[config.mk]
export PLATFORM = sky130hd
export DESIGN_NAME = quad_batch_binner_core
export DESIGN_NICKNAME = d
export VERILOG_FILES = /design/src/rtl/qbb_pkg.sv /design/src/rtl/qbb_ctrl.sv /design/src/rtl/qbb_datapath.sv /design/src/rtl/quad_batch_binner_core.sv
export SDC_FILE = /design/constraint.sdc
export NUM_CORES = 1
export LEC_CHECK = 0
export BUFFER_PORTS_ARGS = -buffer_cell sky130_fd_sc_hd__buf_2
export CAP_MARGIN = 20
export CORE_AREA = 2 2 355 216
export CTS_CLUSTER_SIZE = 14
export DETAILED_ROUTE_END_ITERATION = 6
export DIE_AREA = 0 0 357 218
export PLACE_DENSITY = 0.62
export SLEW_MARGIN = 20
export SYNTH_ARGS = -nofsm -noshare
export SYNTH_HDL_FRONTEND = slang
export SYNTH_SLANG_ARGS = --single-unit
export TNS_END_PERCENT = 30
[constraint.sdc]
create_clock -name clk_i -period 11.45 [get_ports clk_i]
set_clock_uncertainty 0.1 [all_clocks]
set_input_delay 2.29 -clock clk_i [delete_from_list [all_inputs] [get_ports clk_i]]
set_output_delay 2.29 -clock clk_i [all_outputs]
set_load 0.005 [all_outputs]
[src/rtl/qbb_pkg.sv]
package qbb_pkg;

  // Fixed field widths
  localparam int unsigned BUF_W   = 4;
  localparam int unsigned QUAD_W  = 8;
  localparam int unsigned BLEND_W = 3;
  localparam int unsigned SLOT_W  = 4;

  // Buffer index that marks "no buffer"
  localparam logic [BUF_W-1:0] NONE_IDX = 4'hF;

  // Input commands
  localparam logic [1:0] CMD_TEX   = 2'd0;
  localparam logic [1:0] CMD_FLAT  = 2'd1;
  localparam logic [1:0] CMD_FLUSH = 2'd2;

  // Result status codes
  localparam logic [1:0] ST_PLACED  = 2'd0;
  localparam logic [1:0] ST_NOFREE  = 2'd1;
  localparam logic [1:0] ST_FLUSHED = 2'd2;
  localparam logic [1:0] ST_EMPTY   = 2'd3;

  typedef struct packed {
    logic [1:0]         command;
    logic [BLEND_W-1:0] blend;
    logic [SLOT_W-1:0]  texture_slot;
  } in_t;

  typedef struct packed {
    logic [1:0]         status;
    logic [BUF_W-1:0]   buffer_index;
    logic [QUAD_W-1:0]  quad_index;
    logic [QUAD_W-1:0]  quad_count;
    logic               is_textured;
    logic [BLEND_W-1:0] blend_out;
    logic [SLOT_W-1:0]  slot_out;
    logic               urgent;
    logic               last;
  } res_t;

  typedef enum logic [2:0] {
    S_IDLE,
    S_PLACE,
    S_FL_RD,
    S_FL_HEAD,
    S_FL_WALK
  } state_e;

  // Controller to datapath
  typedef struct packed {
    logic idle;
    logic load;
    logic place;
    logic fl_head;
    logic fl_walk;
    logic fl_finish;
  } ctl_t;

  // Datapath to controller
  typedef struct packed {
    logic chain_end;
    logic walk_last;
  } sts_t;

endpackage

[src/rtl/qbb_ctrl.sv]
module qbb_ctrl import qbb_pkg::*; (
  input  logic       clk_i,
  input  logic       rst_ni,
  input  logic       start,
  input  logic [1:0] command_i,
  input  sts_t       sts_i,
  output ctl_t       ctl_o,
  output logic       busy
);

  state_e state_q, state_d;

  // State register
  always_ff @(posedge clk_i or negedge rst_ni) begin
    if (!rst_ni) begin
      state_q <= S_IDLE;
    end else begin
      state_q <= state_d;
    end
  end

  // Next state and commands
  always_comb begin
    state_d = state_q;
    ctl_o   = '0;
    case (state_q)
      S_IDLE: begin
        ctl_o.idle = 1'b1;
        if (start) begin
          ctl_o.load = 1'b1;
          case (command_i)
            CMD_TEX, CMD_FLAT: state_d = S_PLACE;
            CMD_FLUSH:         state_d = S_FL_RD;
            default:           state_d = S_IDLE;
          endcase
        end
      end
      S_PLACE: begin
        ctl_o.place = 1'b1;
        state_d     = S_IDLE;
      end
      S_FL_RD: begin
        state_d = S_FL_HEAD;
      end
      S_FL_HEAD: begin
        ctl_o.fl_head = 1'b1;
        state_d       = S_FL_WALK;
      end
      S_FL_WALK: begin
        ctl_o.fl_walk = 1'b1;
        if (sts_i.chain_end) begin
          if (sts_i.walk_last) begin
            ctl_o.fl_finish = 1'b1;
            state_d         = S_IDLE;
          end else begin
            state_d = S_FL_RD;
          end
        end
      end
      default: state_d = S_IDLE;
    endcase
  end

  assign busy = (state_q != S_IDLE);

endmodule

[src/rtl/qbb_datapath.sv]
module qbb_datapath import qbb_pkg::*; #(
  parameter int unsigned NUM_BUFFERS   = 12,
  parameter int unsigned QUADS_PER_BUF = 150,
  parameter int unsigned NUM_BLENDS    = 6,
  parameter int unsigned NUM_SLOTS     = 11
) (
  input  logic              clk_i,
  input  logic              rst_ni,
  input  ctl_t              ctl_i,
  output sts_t              sts_o,
  input  in_t               in_i,
  input  logic              cfg_valid_i,
  input  logic [QUAD_W-1:0] cfg_data_i,
  output logic              res_valid_o,
  output res_t              res_o
);

  localparam int unsigned IW        = (NUM_BUFFERS > 1) ? $clog2(NUM_BUFFERS) : 1;
  localparam int unsigned NBINS     = NUM_BLENDS * (NUM_SLOTS + 1);
  localparam int unsigned AW        = (NBINS > 1) ? $clog2(NBINS) : 1;
  localparam int unsigned FLAT_BASE = NUM_BLENDS * NUM_SLOTS;

  // Bin address of a (flat, blend, slot) triple
  function automatic logic [AW-1:0] bin_of(input logic flat, input logic [3:0] bl,
                                           input logic [3:0] sl);
    logic [AW+4:0] a;
    if (flat) begin
      a = (AW+5)'(FLAT_BASE) + (AW+5)'(bl);
    end else begin
      a = (AW+5)'(bl) * (AW+5)'(NUM_SLOTS) + (AW+5)'(sl);
    end
    return a[AW-1:0];
  endfunction

  // Placement request within the configured bin space
  function automatic logic in_ok(input in_t r);
    return (32'(r.blend) < NUM_BLENDS) &&
           ((r.command != CMD_TEX) || (32'(r.texture_slot) < NUM_SLOTS));
  endfunction

  // Configuration
  logic [QUAD_W-1:0] limit_q;
  always_ff @(posedge clk_i or negedge rst_ni) begin
    if (!rst_ni) begin
      limit_q <= '0;
    end else if (cfg_valid_i) begin
      limit_q <= cfg_data_i;
    end
  end

  // Bin head memory with per-entry valid bits
  logic [BUF_W-1:0] head_mem [NBINS];
  logic [NBINS-1:0] vld_q;
  logic [AW-1:0]    rd_addr;
  logic [BUF_W-1:0] rd_q;
  logic             rdv_q;
  logic             mem_we;
  logic [AW-1:0]    mem_wa;
  logic [BUF_W-1:0] mem_wd;

  always_ff @(posedge clk_i) begin
    if (mem_we) begin
      head_mem[mem_wa] <= mem_wd;
    end
    rd_q  <= head_mem[rd_addr];
    rdv_q <= vld_q[rd_addr];
  end

  // Buffer pool and walk state
  logic [BUF_W-1:0]  free_head_q;
  logic [BUF_W-1:0]  next_q [NUM_BUFFERS];
  logic [QUAD_W-1:0] fill_q [NUM_BUFFERS];
  in_t               inq_q;
  logic [3:0]        fbl_q, fs_q, start_q;
  logic [4:0]        fi_q;
  logic [BUF_W-1:0]  cur_q;
  logic [3:0]        steps_q, k_q;
  logic              drew_q, pend_v_q;
  res_t              pend_q;

  // Walk decode
  logic              flat_walk, chain_end, emit;
  logic [QUAD_W-1:0] cur_cnt;
  logic [3:0]        start_new;
  res_t              walk_res;

  assign flat_walk = (32'(fi_q) == NUM_SLOTS);
  assign chain_end = (32'(cur_q) >= NUM_BUFFERS) || (32'(steps_q) >= NUM_BUFFERS);
  assign cur_cnt   = fill_q[cur_q[IW-1:0]];
  assign emit      = !chain_end && (cur_cnt != '0) && (32'(k_q) < NUM_BUFFERS);
  assign start_new = (!flat_walk && drew_q) ? fs_q : start_q;

  always_comb begin
    walk_res              = '0;
    walk_res.status       = ST_FLUSHED;
    walk_res.buffer_index = cur_q;
    walk_res.quad_count   = cur_cnt;
    walk_res.is_textured  = !flat_walk;
    walk_res.blend_out    = fbl_q[BLEND_W-1:0];
    walk_res.slot_out     = flat_walk ? '0 : fs_q;
    walk_res.urgent       = !flat_walk && ((limit_q == '0) || (cur_cnt > limit_q));
  end

  assign sts_o.chain_end = chain_end;
  assign sts_o.walk_last = flat_walk && (32'(fbl_q) == NUM_BLENDS - 1);

  // Placement decode
  logic [BUF_W-1:0] head, chosen;
  logic             need_new, fail;
  logic [AW-1:0]    place_bin;

  assign head      = rdv_q ? rd_q : NONE_IDX;
  assign need_new  = (32'(head) >= NUM_BUFFERS) ||
                     (32'(fill_q[head[IW-1:0]]) >= QUADS_PER_BUF);
  assign chosen    = need_new ? free_head_q : head;
  assign fail      = !in_ok(inq_q) || (need_new && (32'(free_head_q) >= NUM_BUFFERS));
  assign place_bin = bin_of(inq_q.command == CMD_FLAT, {1'b0, inq_q.blend},
                            inq_q.texture_slot);

  // Memory read address: request at accept, walk bin otherwise
  always_comb begin
    if (ctl_i.idle) begin
      rd_addr = in_ok(in_i) ? bin_of(in_i.command == CMD_FLAT, {1'b0, in_i.blend},
                                     in_i.texture_slot) : '0;
    end else begin
      rd_addr = bin_of(flat_walk, fbl_q, fs_q);
    end
  end

  assign mem_we = ctl_i.place && !fail && need_new;
  assign mem_wa = place_bin;
  assign mem_wd = free_head_q;

  // Pool, walk and result registers
  res_t out_d;
  logic out_v_d;

  always_comb begin
    out_d   = '0;
    out_v_d = 1'b0;
    if (ctl_i.place) begin
      out_v_d  = 1'b1;
      out_d.last = 1'b1;
      if (fail) begin
        out_d.status = ST_NOFREE;
      end else begin
        out_d.status       = ST_PLACED;
        out_d.buffer_index = chosen;
        out_d.quad_index   = fill_q[chosen[IW-1:0]];
      end
    end else if (ctl_i.fl_finish) begin
      out_v_d = 1'b1;
      if (pend_v_q) begin
        out_d = pend_q;
      end else begin
        out_d.status = ST_EMPTY;
      end
      out_d.last = 1'b1;
    end else if (ctl_i.fl_walk && emit && pend_v_q) begin
      out_v_d = 1'b1;
      out_d   = pend_q;
    end
  end

  always_ff @(posedge clk_i) begin
    res_o <= out_d;
    if (ctl_i.load) begin
      inq_q <= in_i;
    end
    if (emit && ctl_i.fl_walk) begin
      pend_q <= walk_res;
    end
  end

  always_ff @(posedge clk_i or negedge rst_ni) begin
    if (!rst_ni) begin
      res_valid_o <= 1'b0;
      free_head_q <= '0;
      vld_q       <= '0;
      for (int i = 0; i < NUM_BUFFERS; i++) begin
        next_q[i] <= (i + 1 < NUM_BUFFERS) ? BUF_W'(i + 1) : NONE_IDX;
        fill_q[i] <= '0;
      end
      fbl_q    <= '0;
      fs_q     <= '0;
      fi_q     <= '0;
      start_q  <= '0;
      cur_q    <= NONE_IDX;
      steps_q  <= '0;
      k_q      <= '0;
      drew_q   <= 1'b0;
      pend_v_q <= 1'b0;
    end else begin
      res_valid_o <= out_v_d;
      // Flush setup at accept
      if (ctl_i.load && in_i.command == CMD_FLUSH) begin
        fbl_q    <= '0;
        fs_q     <= '0;
        fi_q     <= '0;
        start_q  <= '0;
        k_q      <= '0;
        pend_v_q <= 1'b0;
      end
      // Placement update
      if (ctl_i.place && !fail) begin
        fill_q[chosen[IW-1:0]] <= fill_q[chosen[IW-1:0]] + 1'b1;
        if (need_new) begin
          free_head_q                <= next_q[free_head_q[IW-1:0]];
          next_q[free_head_q[IW-1:0]] <= head;
          vld_q[place_bin]           <= 1'b1;
        end
      end
      // Chain start
      if (ctl_i.fl_head) begin
        cur_q   <= head;
        steps_q <= '0;
        drew_q  <= 1'b0;
      end
      // Chain step or advance to next bin
      if (ctl_i.fl_walk) begin
        if (!chain_end) begin
          cur_q   <= next_q[cur_q[IW-1:0]];
          steps_q <= steps_q + 1'b1;
          if (emit) begin
            pend_v_q <= 1'b1;
            k_q      <= k_q + 1'b1;
            drew_q   <= 1'b1;
          end
        end else begin
          start_q <= start_new;
          if (flat_walk) begin
            fbl_q <= fbl_q + 1'b1;
            fi_q  <= '0;
            fs_q  <= start_new;
          end else begin
            fi_q <= fi_q + 1'b1;
            fs_q <= (32'(fs_q) == NUM_SLOTS - 1) ? '0 : fs_q + 1'b1;
          end
        end
      end
      // End of flush: return every buffer, empty every bin
      if (ctl_i.fl_finish) begin
        free_head_q <= '0;
        vld_q       <= '0;
        for (int i = 0; i < NUM_BUFFERS; i++) begin
          next_q[i] <= (i + 1 < NUM_BUFFERS) ? BUF_W'(i + 1) : NONE_IDX;
          fill_q[i] <= '0;
        end
        k_q      <= '0;
        pend_v_q <= 1'b0;
      end
    end
  end

`ifndef SYNTHESIS
  a_free_head: assert property (@(posedge clk_i) disable iff (!rst_ni)
    (32'(free_head_q) < NUM_BUFFERS) || (free_head_q == NONE_IDX))
    else $error("free list head out of pool");
  a_pend_k: assert property (@(posedge clk_i) disable iff (!rst_ni)
    pend_v_q == (k_q != '0))
    else $error("pending result and flush count disagree");
  a_k_cap: assert property (@(posedge clk_i) disable iff (!rst_ni)
    32'(k_q) <= NUM_BUFFERS)
    else $error("too many flushed buffers");
  a_place_out: assert property (@(posedge clk_i) disable iff (!rst_ni)
    ctl_i.place |=> res_valid_o)
    else $error("placement gave no result");
`endif

endmodule

[src/rtl/quad_batch_binner_core.sv]
// Placement: start leads to S_PLACE and a registered result; no new start is taken in S_PLACE.
// Flush: each bin takes a head memory read (S_FL_RD), chain setup (S_FL_HEAD) and a walk
//   (S_FL_WALK) that steps once per chained buffer and ends on the chain end check.
// Flush results come as the walk finds buffers, at most one per cycle, each held back
//   until the next found buffer or the end of the walk. No stall from the receiver.
// Reset (async, active low) empties all bins, links every buffer onto the free list, limit 0.
module quad_batch_binner_core import qbb_pkg::*; #(
  parameter int unsigned NUM_BUFFERS   = 12,
  parameter int unsigned QUADS_PER_BUF = 150,
  parameter int unsigned NUM_BLENDS    = 6,
  parameter int unsigned NUM_SLOTS     = 11
) (
  input  logic              clk_i,
  input  logic              rst_ni,
  input  logic              start,
  output logic              busy,
  input  in_t               in_i,
  input  logic              cfg_valid_i,
  output logic              cfg_ready_o,
  input  logic [QUAD_W-1:0] cfg_data_i,
  output logic              res_valid_o,
  output res_t              res_o
);

  ctl_t ctl;
  sts_t sts;

  // Limit register takes a write at any time
  assign cfg_ready_o = 1'b1;

  qbb_ctrl u_ctrl (
    .clk_i     (clk_i),
    .rst_ni    (rst_ni),
    .start     (start),
    .command_i (in_i.command),
    .sts_i     (sts),
    .ctl_o     (ctl),
    .busy      (busy)
  );

  qbb_datapath #(
    .NUM_BUFFERS   (NUM_BUFFERS),
    .QUADS_PER_BUF (QUADS_PER_BUF),
    .NUM_BLENDS    (NUM_BLENDS),
    .NUM_SLOTS     (NUM_SLOTS)
  ) u_dp (
    .clk_i       (clk_i),
    .rst_ni      (rst_ni),
    .ctl_i       (ctl),
    .sts_o       (sts),
    .in_i        (in_i),
    .cfg_valid_i (cfg_valid_i && cfg_ready_o),
    .cfg_data_i  (cfg_data_i),
    .res_valid_o (res_valid_o),
    .res_o       (res_o)
  );

endmodule

Word-level counts from Yosys, hierarchy flattened
Memories as Yosys holds them, arrays and structs flattened. A register that Yosys moved wholly into a read port is not among the register bits. Cells that the tools add are included.

Memory bits (writable): 288. Memories: 1. Latch bits: 0. Input port bits: 21. Register bits: 326. Output and inout bits: 35. Memory bits (read-only): 0.

Equal/unequal tests: 12. Div/mod/pow operators: 0. Bitwise logic cells: 5. $mul: 3. Reduce and logical (&&, ||, !) cells: 39. Mux-type cells: 104. Magnitude comparators: 20. Add/sub/neg operators: 12. Shifts and indexed selects: 0.

Memories: u_dp.head_mem (depth 72, bits a word 4, read ports 1, clocked after memory_dff 1, wr ports 1, RTL line qbb_datapath.sv:52) `logic [BUF_W-1:0] head_mem [NBINS];`.

Operators with widths (number): $mux W72 (3); $mux W96 (2); $mux W48 (3); $mux W4 (34); $bmux W8 S4 (3); $bwmux W96 (1); $or A72 B72 Y72 (1); $mux W32 (2); $mux W8 (7); $bwmux W48 (1); $mux W7 (5); $bmux W4 S4 (2); $demux W8 S4 (1); $mux W30 (1); $mux W1 (23); $add A7 B4 Y7 (3); $ge A5 B5 Y1 const B (4); $mux W5 (4); $not A4 Y5 (4); $add A4 B1 Y4 const B (4); $demux W4 S4 (1); $ge A4 B4 Y1 const B (4); $logic_and A1 B1 Y1 (16); $lt A7 B8 Y1 const B (2); other kinds (40) (64).

Logic depth before layout (Yosys ltp)
Gate-level depths: netlist of the first run.

Depth in word-level cells: 16. Mapped depth: 18.

By module
A second synthesis of the first run with hierarchy kept.

Cell total of the unflattened synthesis: 2634. Area total of the unflattened synthesis: 30216.5 um^2.

By module, submodules not included: qbb_datapath (cells an instance 2613, area an instance 30010.0 um^2, instances 1); qbb_ctrl (cells an instance 19, area an instance 195.2 um^2, instances 1); quad_batch_binner_core (cells an instance 2, area an instance 11.3 um^2, instances 1).

Worst setup path after synthesis of the first run
OpenSTA, ideal clock, no wires.

Path type: input -> register. From: input in_i[5] (netlist bit). To: register u_dp.rd_q[2], read port of u_dp.head_mem. Setup slack: 5867 ps. Data arrival time: 5405 ps. Stages on the path: 13. Buffers on the path: 2. Cell sequence: ha_1 > inv_1 > fa_1 > fa_1 > xor2_1 > o22ai_1 > clkbuf_1 > clkbuf_1 > a31oi_1 > a21oi_1 > a21oi_1 > mux2_2 > o21ai_0.

Cells in the longest elaborated chain, start to end: 5.

Ends and longest elaborated chain: start, declared (RTL line quad_batch_binner_core.sv:17) `input in_t in_i,`; $mul A3 B4 Y7 (RTL line qbb_datapath.sv:30) `a = (AW+5)'(bl) * (AW+5)'(NUM_SLOTS) + (AW+5)'(sl);`; $add A7 B4 Y7 (RTL line qbb_datapath.sv:30); $mux W7 (RTL line qbb_datapath.sv:27) `if (flat) begin`; $mux W7 * (RTL line qbb_datapath.sv:123) `rd_addr = in_ok(in_i) ? bin_of(in_i.command == CMD_FLAT, {1'b0, in_i.blend},`; $mux W7 * (RTL line qbb_datapath.sv:122) `if (ctl_i.idle) begin`; end, declared (RTL line qbb_datapath.sv:55) `logic [BUF_W-1:0] rd_q;`.

Mark *: on every way between the ends. The rest lies on a longest branch, timed or not. A chain may end at the register's enable or synchronous reset.

Final worst setup path of the first run
From: register u_dp.rdv_q. To: register u_dp.fill_q[86] (netlist bit).

Cells in the longest elaborated chain, start to end: 16.

Ends and longest elaborated chain: start, declared (RTL line qbb_datapath.sv:56) `logic rdv_q;`; start signal, assigned (RTL line qbb_datapath.sv:66) `rdv_q <= vld_q[rd_addr];`; $mux W4 * (RTL line qbb_datapath.sv:112) `assign head = rdv_q ? rd_q : NONE_IDX;`; $not A4 Y5 (implied by the code) (RTL line qbb_datapath.sv:114) `(32'(fill_q[head[IW-1:0]]) >= QUADS_PER_BUF);`; $bmux W8 S4 (RTL line qbb_datapath.sv:114); $mux W8 (implied by the code) (2 in series) (RTL line qbb_datapath.sv:114); $ge A8 B8 Y1 (RTL line qbb_datapath.sv:114); $logic_or A1 B1 Y1 (RTL line qbb_datapath.sv:113) `assign need_new = (32'(head) >= NUM_BUFFERS) ||`; $mux W4 (RTL line qbb_datapath.sv:115) `assign chosen = need_new ? free_head_q : head;`; $not A4 Y5 (implied by the code) (RTL line qbb_datapath.sv:206) `fill_q[chosen[IW-1:0]] <= fill_q[chosen[IW-1:0]] + 1'b1;`; $bmux W8 S4, or another cell as far along (RTL line qbb_datapath.sv:206); $mux W8 (implied by the code) / $logic_and A1 B1 Y1 (equally long branches) (RTL line qbb_datapath.sv:206); $mux W8 (implied by the code) (RTL line qbb_datapath.sv:206); $add A8 B1 Y8 / $demux W8 S4 (equally long branches) (RTL line qbb_datapath.sv:206); $bwmux W96 (RTL line qbb_datapath.sv:206); $mux W96 (RTL line qbb_datapath.sv:205) `if (ctl_i.place && !fail) begin`; $mux W96 (RTL line qbb_datapath.sv:242) `if (ctl_i.fl_finish) begin`; end signal, assigned by index (RTL line qbb_datapath.sv:206); end, declared (RTL line qbb_datapath.sv:72) `logic [QUAD_W-1:0] fill_q [NUM_BUFFERS];`.

Mark *: on every way between the ends. The rest lies on a longest branch, timed or not. The select of a mux whose other input is x is not followed.

==> results of run 1 <==
cell usage after synthesis, types with 14 or more instances:
master,n,area share (%)
a311oi_1,66,2.0
clkbuf_1,143,1.8
a21o_1,14,0.36
dfrtp_1,235,20
nand3_1,243,4.1
ha_1,50,2.1
mux4_2,50,3.8
and3_1,54,1.1
mux2i_1,35,1.2
o21ai_1,43,0.73
and2_1,24,0.51
o22ai_1,21,0.44
mux2_2,14,0.53
nand2_1,512,6.5
o21ai_0,140,2.4
dfstp_2,28,2.5
a211oi_1,37,0.94
edfxtp_1,318,32
a21oi_1,60,1.0
o21a_1,52,1.3
dfxtp_1,37,2.5
nor2_1,207,2.6
a31oi_1,31,0.66
inv_1,78,0.99
xnor2_1,18,0.53
per-stage QoR:
stage | utilization [%] | hold slack, ns
4_1_cts | 43.8 | 0.344
3_3_place_gp | 41.2 | 0.322
6_report | 43.9 | 0.340
3_5_place_dp | 41.2 | 0.328
2_1_floorplan | - | 0.318
5_1_grt | 43.9 | 0.365
cell families after synthesis:
| kind of cell | Yosys count | share of synthesized area [%] |
|---|---|---|
| AO/OA/AOI/OAI | 563 | 13.7 |
| adder cells (fa/ha/maj) | 59 | 2.72 |
| buffers and inverters | 251 | 3.45 |
| multiplexers | 104 | 5.79 |
| flip-flops | 618 | 57.1 |
| other | 1 | 0.0127 |
| AND/OR/NAND/NOR | 1115 | 16.6 |
| XOR/XNOR | 22 | 0.651 |
critical path: stages, from the launching register on:
cell and delay, ns:
dfxtp_1 0.67, nor2b_4 0.70, mux2i_1 0.44, a2111o_1 0.36, nor2_1 0.11, a211oi_2 0.69, nand2_1 0.67, mux2_2 0.39
a21oi_1 0.07, a22oi_2 0.76, ha_1 0.37, nand4_1 0.12, xnor2_1 0.43, buf_4 0.29, o21ai_0 0.11
where the power goes:
part | internal [mW] | leakage (nW) | total [mW] | switching [mW]
sequential | 2.87 | 6.65 | 3.30 | 0.431
clock | 1.13 | 0.970 | 2.02 | 0.888
combinational | 1.41 | 5.08 | 4.44 | 3.03
total | 5.41 | 12.7 | 9.76 | 4.35
worst paths after layout:
check                                      end  slack [ns]      startpoint  cells past startpoint
setup / recovery               u_dp.fill_q[86]        4.98      u_dp.rdv_q                     14
hold / removal                   u_dp.res_o[3]        0.34  u_dp.pend_q[3]                      1
setup reg to reg               u_dp.fill_q[86]        4.98      u_dp.rdv_q                     14
hold reg to reg                  u_dp.res_o[3]        0.34  u_dp.pend_q[3]                      1
max in group asynchronous  u_dp.free_head_q[2]        7.77          rst_ni                      3
min in group asynchronous       u_dp.vld_q[39]        1.53          rst_ni                      1
sequential cells by signal (all words and copies together) (netlist names), 5 cells and up:
signal	count
u_dp.pend_q	21
u_dp.head_mem	288
u_dp.next_q	48
u_dp.vld_q	72
u_dp.limit_q	8
u_dp.res_o	32
u_dp.fill_q	96
u_dp.fi_q	5
u_dp.inq_q	9
routing by layer:
layer  part of all wire [%]  up-vias
met5                      0        -
met4                    1.6        0
met3                     13      112
met2                     39     1216
met1                     46    11229
li1                       -     9911
cell type report:
| type | instances | area [um2] |
|---|---|---|
| inverter | 78 | 293 |
| sequential | 618 | 16900 |
| fill | 7022 | 42000 |
| clock buffer | 85 | 1670 |
| timing repair buffer | 91 | 562 |
| tap | 1000 | 1250 |
| clock inverter | 26 | 295 |
| multi-input combinational | 1864 | 11800 |
==> summary.md, run 1 <==
| Metric | Value |
|---|---|
| Status | finished, final reports clean |
| Area of the mapped netlist | 29600 um2 |
| # rows | 78 |
| Pre-CTS worst setup slack | 4.51 ns |
| Vias | 22468 |
| DRT iter0 DRCs | between 2000 and 3000 |
| All-Layer GR Usage | 22.6% |
| Most common cell after layout, fill and taps aside | nand2_1 |
| Worst-margin pin slew | 1.16 ns |
| Post-synthesis area per instance | roughly 11 um2 |
| Initial Utilization | 39.6% |
| Post-route cell area | 32800 um2 |
| Boundary pin count | 56 |
| Critical Path Fanout Max | 21 |
| Max cap viols | 0 |
| GRT met3 Usage | 7.35% |
| Worst setup EP type | register |
| Number of enable flip-flop cells after synthesis | 318 |
| Routed len/inst | 23.4 um |
| Grt total ovfl | 0 |
| Synthesized Nets | 2813 |
| WP data arrival | a little under 7 ns |
| Vias in the first global route | around 22000 |
| Share of cells above drive strength 1 | 12.4% |
| Port bufs | 54 |
| Detail Route Antenna Nets | 0 |
| Post-CTS Setup Inserts | 0 |
| Vias per Instance | ~6 |
| Fin crit share | between 50% and 60% |
| Ys Warns | 0 |
| Total die area | approximately 80000 um2 |
| CTS tree | yes |
| HP Class | reg2reg |
| First-pass GRT wire length | ~130 mm |
| Final cell count without fillers | roughly 3800 |
| CTS root buffer | clkbuf_16 |
| Fin. max-slew vios | 0 |
| Post-cts resize count | 0 |
| H-tree Lvls | 2 |
| Hold bufs inserted after CTS | 0 |
| Max Freq | 154 MHz |
| Leak Pwr | 12.7 nW |
| Ant. Diodes | 0 |
| Worst setup margin | 4.98 ns |
| Drt first pass iters | 6 |
| CTS max path bufs | 3 |
| Area post-placement | 30800 um2 |
| Final min period | 6.47 ns |
| HPWL reported at the end of detailed placement | about 57 mm |
| # DRC | 0 |
| Kind of critical path | reg2reg |
| Netlist cell types | 91 |
| Power density over the cells | just under 300 nW/um2 |
| P&R area growth vs syn | 10.8% |
| Routed Wire Length | 87.9 mm |
| Clk sinks | 618 |
| GR Util met1 | between 30% and 40% |
| Slew headroom | 23.0% |
| Die span in x | 357 um |
| WP data required | about 12 ns |
| VDD IR max | 0.193 mV |
| Clock slew at the register clock pins of the worst setup and hold paths | approximately 0.07 ns |
| Ys flop type | edfxtp_1 |
| Most frequent cells in the layout | nand2_1 (511), edfxtp_1 (318), nand3_1 (243), dfrtp_1 (231), nor2_1 (207) |
| Final Hold Viols | 0 |
| Core ar. | 74800 um2 |
| Placed Cells | 3651 |
| Asr flop ratio synth | 42.6% |
| Global routing's busiest layer | met1 |
| CP Launch Type | register |
| Initial antenna violation count | 0 |
| Clk Latency, worst-skew pair | between 0.6 and 0.7 ns |
| Synthesis-stage register bit count | 618 |
| Fin nets | 2792 |
| Seq/Total Area, Yosys | a little under three fifths |
| Final Wtd Congestion | 0.966 |
| Final setup viols | 0 |
| Die outline height | about 220 um |
| Cells after synthesis | 2733 |
| GRT met2 Usage | between 20 and 30% |
| Fin Setup TNS | 0 ns |
| Power Total | 9.76 mW |
| CTS buffer count | 59 |
| Largest net degree at the start of global routing | 103 |
| RSZ-0062 raised after global routing | false |
Note: power is estimated with default switching activity, not from simulation.
==> run 2, diff against run 1 <==
ABC_AREA = 1   (was not set)
CORE_AREA = 2 2 356 217   (was 2 2 355 216)
DIE_AREA = 0 0 358 219   (was 0 0 357 218)
clock period = 6.3 ns   (was 11.45 ns; I/O delays follow)
==> run 2 against run 1 <==
- the flow now finishes with violations (design-rule violations)
- utilization grew 0.46 points
- via count grew 9.8%
- hold slack gained 0.021 ns
- global-route usage grew 1.2 points
- critical path depth grew 7
- design area grew 1.3%
==> summary.md, run 2 <==
| Metric | Value |
|---|---|
| Vias in the first global route | 22279 |
| Final setup viols | 0 |
| Hold bufs inserted after CTS | 0 |
| Grt total ovfl | 0 |
| Leading area contributor after synthesis | edfxtp_1 |
| Boundary pin count | 56 |
| Clk Latency, worst-skew pair | around 0.66 ns |
| Sw Pwr | 9.64 mW |
| Synthesis-stage register bit count | 618 |
| Cells after synthesis | approximately 3300 |
| CTS buffer count | 59 |
| Slew headroom | 26.6% |
| Crit path from | u_dp.rd_q[0] |
| All-Layer GR Usage | between 20% and 30% |
| Synthesized Nets | 3397 |
| Final min period | 5.69 ns |
| Ys Warns | 0 |
| CTS root buffer | clkbuf_16 |
| Die span in x | 358 um |
| RSZ-0062 raised after global routing | false |
| Netlist cell types | between 50 and 60 |
| Final cell count without fillers | 4392 |
| GR Util met1 | 39.6% |
| Status | finished, violations left |
| Sw frac | 48.5% |
| Max Freq | about 180 MHz |
| Initial antenna violation count | 2 |
| Global routing's busiest layer | met1 |
| Routed len/inst | 21.3 um |
| Drt first pass iters | 7 |
| Area of the mapped netlist | between 20000 and 30000 um2 |
| Asr flop ratio synth | 42.6% |
| Placed Cells | 4280 |
| Total die area | 78400 um2 |
| Worst setup margin | 0.613 ns |
| Most flops, register | u_dp.head_mem |
| Ys flop type | edfxtp_1 |
| Vias | 24673 |
| Fin crit share | roughly nine tenths |
| Final Hold Viols | 0 |
| HPWL reported at the end of detailed placement | between 60 and 70 mm |
| Fin Setup TNS | 0 ns |
| WP data required | 6.78 ns |
| Post-CTS Setup Inserts | 0 |
| Clk sinks | 618 |
| Fin. max-slew vios | 0 |
| Core ar. | roughly 75000 um2 |
| HP Class | reg2reg |
| Synth area leaders | edfxtp_1 (32%), dfrtp_1 (20%), nand2_1 (7.7%) |
| Port bufs | 54 |
| Share of cells above drive strength 1 | 8.40% |
| Critical Path Fanout Max | 31 |
| Pre-CTS worst setup slack | 0.815 ns |
| Commonest cells post-synth | nand2_1 (608), nor2_1 (447), inv_1 (382) |
| Fin util | 44.3% |
| Initial Utilization | between 30% and 40% |
| Die outline height | 219 um |
| Most common cell after layout, fill and taps aside | nand2_1 |
| WP data arrival | 6.16 ns |
| Logic pwr share | around 51% |
| GRT met3 Usage | between 7 and 8% |
| Fin nets | ~3400 |
| Hold_sp | u_dp.pend_q[2] |
| Power density over the cells | 599 nW/um2 |
| CTS tree | yes |
| Largest net degree at the start of global routing | 157 |
| Failing checks | design-rule violations |
| CTS max path bufs | 3 |
| GRT met2 Usage | 28.9% |
| R2r startpoint | u_dp.rd_q[0] |
| Kind of critical path | reg2reg |
| Reg power frac | around 30% |
| Post-synthesis area per instance | approximately 9 um2 |
| Clock slew at the register clock pins of the worst setup and hold paths | 0.07 ns |
| Most frequent cells in the layout | nand2_1 (607), nor2_1 (445), inv_1 (380), o21ai_0 (318), edfxtp_1 (318) |
| Leak Pwr | 14.6 nW |
| # rows | 78 |
| Number of enable flip-flop cells after synthesis | 318 |
| Worst-margin pin slew | 1.10 ns |
| Detail Route Antenna Nets | 0 |
| Max cap viols | 0 |
| Power Total | 19.9 mW |
| Final Wtd Congestion | 0.963 |
| Worst setup EP type | register |
| Ant. Diodes | 0 |
| Count leader, synth | nand2_1 |
| Synth top area share | 32.1% |
| Clk network pwr share | 19.2% |
| Routed Wire Length | 93.4 mm |
| P&R area growth vs syn | 11.7% |
| DRT iter0 DRCs | 3373 |
| Vias per Instance | 5.62 |
| Fillers | 7242 |
| Cell Int Power | 10.3 mW |
| Max reg flops | 288 |
| First-pass GRT wire length | 143 mm |
| H-tree Lvls | 2 |
| # DRC | 10 |
| Seq/Total Area, Yosys | 56.9% |
| Post-cts resize count | 0 |
| CP Launch Type | register |
| Largest regs | u_dp.head_mem: 288 flops, u_dp.fill_q: 96 flops, u_dp.vld_q: 72 flops |
| VDD IR max | about 0.38 mV |
run 2: cell count changes after synthesis, sizes merged, moves of 44 or more:
cell / delta
a311oi: -66
inv: +309
o21ai: +168
a21oi: +106
and3: -56
o21a: -44
nor2: +242
nand2: +102
mux4: -51
o22ai: +51
run 2: power by group through the flow:
| stage | clock network [mW] | logic [mW] | registers, mW |
|---|---|---|---|
| 3_5_place_dp | 0 | 9.81 | 5.94 |
| 2_1_floorplan | 0 | 6.44 | 5.82 |
| 6_report | 3.81 | 10.2 | 5.91 |
| 5_1_grt | 4.03 | 11.1 | 5.98 |
| 4_1_cts | 3.87 | 9.86 | 5.87 |
| 3_3_place_gp | 0 | 9.74 | 5.94 |
run 2: cells by family after synthesis:
family / after synthesis / synth area share, %
fa+ha+maj: 59 / 2.71
buf+inv: 551 / 7.23
compound gates: 755 / 14.8
simple gates: 1318 / 18.0
xor+xnor: 14 / 0.412
other cells: 1 / 0.0126
mux: 1 / 0.0379
flops: 618 / 56.9
run 2: final cells by class:
| cell class | instances | area [um2] | area share (%) |
|---|---|---|---|
| clock buffer | 82 | 1660 | 5.01 |
| inverter | 391 | 1470 | 4.43 |
| multi-input combinational | 2148 | 10700 | 32.2 |
| tap | 1000 | 1250 | 3.77 |
| clock inverter | 30 | 378 | 1.14 |
| timing repair buffer | 123 | 836 | 2.52 |
| sequential | 618 | 16900 | 50.9 |
run 2: stage by stage:
step	cell area, um2	hold slack, ns
final	33200	0.361
after global routing	33200	0.398
after CTS	33200	0.366
after detailed placement	31200	0.351
after global placement	31200	0.348
after floorplan	29700	0.306
run 2: path summary, 6_finish.rpt:
check                                 endpoint  depth (start not counted)  slack [ns]
hold reg to reg                  u_dp.res_o[2]                          2        0.36
max in group asynchronous  u_dp.free_head_q[3]                          2        4.28
min in group asynchronous      u_dp.fill_q[23]                          1        0.47
hold / removal                   u_dp.res_o[2]                          2        0.36
setup / recovery                u_dp.fill_q[6]                         21        0.61
setup reg to reg                u_dp.fill_q[6]                         21        0.61
run 2: critical path, cell delays in order (launching register included):
cell and delay [ns]:
dfxtp_1 0.62, inv_1 0.24, nand2_2 0.32, nand3_1 0.16
nand4_1 0.20, nand2_1 0.10, nand2_1 0.07, nand2_1 0.04
nand2_1 0.07, nand3_2 0.09, nand2_1 0.36, nand2_1 0.41
nand2_2 0.65, nand2_1 0.29, o21ai_0 0.21, inv_1 0.06
nand2_1 0.09, nand3_2 0.30, ha_1 0.45, nand4_1 0.51
nand3_1 0.16, nand2_1 0.08
run 2: metal layers:
metal,wire (um),share of wire (%)
met2,34000,36
met3,12800,14
met1,45500,49
met4,1180,1.3
met5,0,0
